File: config.mk
export PLATFORM = sky130hd
export DESIGN_NAME = rrds_div_step
export DESIGN_NICKNAME = d
export VERILOG_FILES = /design/src/rrds_pkg.sv /design/src/rrds_div_step.sv
export SDC_FILE = /design/constraint.sdc
export NUM_CORES = 1
export LEC_CHECK = 0
export BUFFER_PORTS_ARGS = -buffer_cell sky130_fd_sc_hd__buf_2
export CAP_MARGIN = 20
export CORE_MARGIN = 2
export CORE_UTILIZATION = 33
export DETAILED_ROUTE_END_ITERATION = 6
export PLACE_DENSITY_LB_ADDON = 0.05
export SLEW_MARGIN = 20
export SYNTH_ARGS = -nofsm -noshare
export SYNTH_HDL_FRONTEND = slang
export SYNTH_SLANG_ARGS = --single-unit
File: constraint.sdc
create_clock -name vclk -period 7.94
set_input_delay 0.794 -clock vclk [all_inputs]
set_output_delay 0.794 -clock vclk [all_outputs]
set_load 0.02 [all_outputs]
File: src/rrds_pkg.sv
// shared widths, register indexes and helpers for the daily runoff step
`default_nettype none
package rrds_pkg;

  localparam int unsigned LEVEL_WIDTH = 24;
  localparam int unsigned WIDE_W      = LEVEL_WIDTH + 4;
  localparam int unsigned REM_W       = LEVEL_WIDTH + 2;
  localparam int unsigned MUL_A_W     = LEVEL_WIDTH + 2;
  localparam int unsigned MUL_B_W     = LEVEL_WIDTH;
  localparam int unsigned PROD_W      = MUL_A_W + MUL_B_W;
  localparam int unsigned FRAC_W      = 12;
  localparam int unsigned DISCH_W     = 32;
  localparam int unsigned CFG_IDX_W   = 3;
  localparam int unsigned CFG_DATA_W  = 60;

  localparam logic [CFG_IDX_W-1:0] REG_SOIL_CAP  = 3'd0;
  localparam logic [CFG_IDX_W-1:0] REG_INIT_ABS  = 3'd1;
  localparam logic [CFG_IDX_W-1:0] REG_FIELD_CAP = 3'd2;
  localparam logic [CFG_IDX_W-1:0] REG_RECH_FRAC = 3'd3;
  localparam logic [CFG_IDX_W-1:0] REG_SPLIT_LVL = 3'd4;
  localparam logic [CFG_IDX_W-1:0] REG_MARG_THR  = 3'd5;
  localparam logic [CFG_IDX_W-1:0] REG_DISCH_SC  = 3'd6;
  localparam logic [CFG_IDX_W-1:0] REG_RECESSION = 3'd7;

  typedef logic [LEVEL_WIDTH-1:0] level_t;
  typedef logic signed [WIDE_W-1:0] wide_t;

  // clamp a wide signed value into an unsigned level
  function automatic level_t clamp_lvl(input wide_t v);
    level_t r;
    if (v < 0) begin
      r = '0;
    end else if (v > $signed({4'b0, {LEVEL_WIDTH{1'b1}}})) begin
      r = '1;
    end else begin
      r = v[LEVEL_WIDTH-1:0];
    end
    return r;
  endfunction

  function automatic wide_t widen(input level_t v);
    return $signed({4'b0, v});
  endfunction

endpackage
`default_nettype wire

File: src/rrds_div_step.sv
// one restoring division step shared by both divisions
`default_nettype none
module rrds_div_step (
  input  logic [rrds_pkg::REM_W-1:0] rem_i,
  input  logic                       bit_i,
  input  logic [rrds_pkg::REM_W-1:0] divisor_i,
  output logic [rrds_pkg::REM_W-1:0] rem_o,
  output logic                       quo_bit_o
);
  import rrds_pkg::*;

  logic [REM_W:0] shifted;
  logic [REM_W:0] diff;

  assign shifted   = {rem_i, bit_i};
  assign diff      = shifted - {1'b0, divisor_i};
  assign quo_bit_o = (shifted >= {1'b0, divisor_i});
  assign rem_o     = quo_bit_o ? diff[REM_W-1:0] : shifted[REM_W-1:0];

endmodule
`default_nettype wire

### Word-level counts from Yosys, hierarchy flattened

Cells that the tools add are included.

| storage, ports and cells | value |
|---|---|
| register bits after elaboration | 0 |
| latch bits | 0 |
| memory bits (writable) | 0 |
| bits in read-only memories | 0 |
| output and inout bits | 27 |
| logic and storage cells | 3 |
| memories | 0 |

| operators by class | value |
|---|---|
| add/subtract/negate cells | 1 |
| multipliers | 0 |
| div/mod/pow operators | 0 |
| order comparisons | 1 |
| equal/unequal tests | 0 |
| shifts and indexed selects | 0 |
| multiplexer cells | 1 |
| bitwise operators | 0 |
| reduce and logical (&&, ||, !) cells | 0 |

Operators by type and width:

| kind | number |
|---|---|
| 27-bit by 26-bit >= comparator with 1-bit output | 1 |
| 26-bit 2-to-1 mux | 1 |
| 26-bit subtractor | 1 |

### Longest topological paths before layout

| depth | value |
|---|---|
| depth after elaboration | 2 |
| mapped depth | 11 |
| depth with buffers taken out | 11 |

### Worst setup path after synthesis

OpenSTA, ideal clock, no wires.

| timing | value |
|---|---|
| path kind | in2out |
| start point | input bit_i |
| end point | output rem_o[24] (netlist name) |
| arrival | 3.212 ns |
| data required time | 7.146 ns |
| setup slack | 3.934 ns |
| stages | 11 |
| path buffers | 0 |
| cell sequence | inv_1 > ha_1 > inv_1 > fa_1 > a21oi_1 > o2bb2ai_1 > o31a_1 > a31o_2 > a41o_1 > a21o_1 > a311oi_2 |

| between the ends | value |
|---|---|
| longest elaborated chain between the ends | 2 |
| elaborated cells between the ends (all ways) | 3 |
| those cells by class | 1 x add/sub; 1 x order compare; 1 x mux |

RTL lines:

| what | RTL line | text |
|---|---|---|
| start: declaration | rrds_div_step.sv:5 | `input logic bit_i,` |
| 26-bit subtractor or 27-bit by 26-bit >= comparator with 1-bit output (tied branches) | rrds_div_step.sv:16, rrds_div_step.sv:17 |  |
| 26-bit 2-to-1 mux (*) | rrds_div_step.sv:18 | `assign rem_o = quo_bit_o ? diff[REM_W-1:0] : shifted[REM_W-1:0];` |
| end: declaration | rrds_div_step.sv:7 | `output logic [rrds_pkg::REM_W-1:0] rem_o,` |

Mark *: on every way between the ends. The rest lies on a longest branch, timed or not.

### Worst setup path in the final report

Ends and elaborated chain as after synthesis.

==> results.md <==
* Vias per Instance at 5.105
* RSZ-0062 raised after global routing: false
* GR Overflow Total at 0
* Routed Antenna Nets at 0
* Post-CTS sizing at 0
* Worst Hold Class: in -> out
* Synth Net Count at between 300 and 400
* Final Critical Period at between 4 and 5 ns
* Largest net degree at the start of global routing at 26
* Post-synthesis compound-gate area fraction at 0.3023
* Die boundary width at between 70 and 80 um
* Simple-gate portion of the synthesized area at 0.1545
* Worst Path Required at roughly 7.2 ns
* Diode count at 0
* Max-slew violations at 0
* Gr busiest metal: met2
* Synth Area in Adders at 0.1838
* Sequential cell area at 0 um^2
* Starting DRT DRC Count at 84
* Worst setup path class: in -> out
* Register area share after synthesis at 0
* Utilization after layout at 0.4226
* Initial core utilization at 0.3413
* Die height at 79.47 um
* Relative slew slack at 0.5206
* Final Setup Violations at 0
* First-pass GRT wire length at slightly below 8 mm
* Critical Path AT at approximately 3.6 ns
* Hpwl dp at 4.094 mm
* Final nets at between 400 and 500
* Layout cells sized above 1 at 0.3344
* Gpl congestion at ~0.82
* Clk_buf instances at 0
* Hold Fails Final Rpt at 0
* Synth unique cells at 56
* Leakage at ~1.2 nW
* Vias in the first global route at 1793
* Initial antenna violation count at 0
* Cell area power density at 106.6 mW/mm^2
* Seq_cells at 0
* Fmax at between 200 and 250 MHz
* Area grow syn2layout at 23.83%
* # DRC at 0
* Max-Cap Viols at 0
* Synthesized area at 0.001879 mm^2
* Tcrit/Tclk final at 0.5523
* Number of core rows at 27
* Routing usage on met2 at 0.2445
* Setup TNS at 0 ns
* Post-synthesis xor/xnor area fraction at 0.09787
* Cell area after placement at about 0.0023 mm^2
* I/O Buffers at 80
* CP max stage cell: fa_1
* Vias at 2001
* Io pins at 80
* M1 GR Usage at 0.2077
* Die area at between 0.006 and 0.007 mm^2
* Hold Buf Count CTS at 0
* Most common cell after layout, fill and taps aside: buf_2
* Mean area per synthesized cell at 7.609 um^2
* Most frequent cells in the layout: buf_2 (80), inv_1 (34), ha_1 (26)
* # fillers at 619
* GRT Resource Usage Total at 0.1417
* Slowest stage delay, CP at 0.40 ns
* Largest family of logic cells by synthesized area: compound AO/OA/AOI/OAI gates
* Worst VDD drop at between 0.00004 and 0.00005 V
* CP startpoint kind: input pin
* Area of the multi-input gates at ~0.0017 mm^2
* Yosys warnings at 0
* CP cell instances: buf_2 > inv_1 > ha_1 > inv_1 > fa_1 > a21oi_1 > o2bb2ai_1 > o31a_1 > a31o_2 > a41o_1 > a21o_1 > a311oi_2 > buf_2
* Layout Cell Area excl Fill at roughly 0.0023 mm^2
* Core area at between 0.005 and 0.006 mm^2
* Status: complete, no violations
* GR met3 Demand/Resource at 0.003394
* Critical path fanouts, max at 5
* Post-CTS setup buffers at 0
* Mux cell area share after synthesis at 0.1691
* First drt pass iteration count at 4
* WL per Instance at approximately 12 um
* WHS at about 1.9 ns
* Post-Route WL at between 4 and 5 mm
* Syn Inst Count at between 200 and 250
* Worst setup EP type: output port
* Worst-margin pin slew at approximately 0.72 ns
[power by group]
part	leakage [nW]	switching [mW]	total, mW	internal [mW]
Sequential	0	0	0	0
Combinational	1.25	0.137	0.248	0.111
Clock	0	0	0	0
[final cells by class]
class              instances  share of cell area
inverters                 35             0.05645
multi-input cells        205              0.7328
well taps                 72             0.03871
repair buffers            80              0.1720
[routing by layer]
metal,wire (um),part of all wire
met1,2408,0.51
met3,274,0.058
met4,0,0
met5,0,0
met2,2058,0.43
[cells by family after synthesis]
family,count (synthesis)
XOR/XNOR,21
adder cells (fa/ha/maj),27
AND/OR/NAND/NOR,60
multiplexers,23
AO/OA/AOI/OAI,74
buffers and inverters,42
[per-stage QoR]
stage / setup slack (ns) / std cells / power [mW]
finish: 3.554 / 392 / 0.2480
global route: 3.349 / 392 / 0.2726
CTS: 3.545 / 392 / 0.2504
detailed placement: 3.553 / 392 / 0.2492
global placement: 3.508 / 392 / 0.2504
floorplan: 3.934 / 247 / 0.1866
[synth_stat cells (2+ instances only)]
cell	count	area (um^2)
a211o_1	3	26.28
ha_1	26	325.3
a21o_1	5	37.54
o31ai_1	2	15.01
xor2_1	11	96.34
o21a_1	4	30.03
nand2_1	18	67.56
nand4_1	4	25.02
nand3_1	5	25.02
a21oi_1	18	90.09
o21ai_0	9	45.04
a211oi_1	8	60.06
mux2_1	5	56.30
o21bai_1	2	15.01
nor2b_1	5	31.28
mux2_4	16	240.2
nor2_1	14	52.55
nor3_1	5	25.02
a41o_1	2	20.02
xnor2_1	10	87.58
a21oi_2	2	17.52
buf_6	2	22.52
clkbuf_1	4	15.01
and3_1	2	12.51
inv_1	34	127.6
[critical path, delay by kind of cell]
kind	cells	cell delay [ns]
AOI/OAI and AO/OA	7	1.82
adders and majority gates	2	0.57
buffers and inverters	4	0.40
[final timing paths]
| check | endpoint | depth (start not counted) | slack, ns | start |
|---|---|---|---|---|
| worst max-delay path | rem_o[24] | 13 | 3.55 | bit_i |
| worst min-delay path | rem_o[4] | 3 | 1.93 | rem_i[3] |
Note: power is estimated with default switching activity, not from simulation.
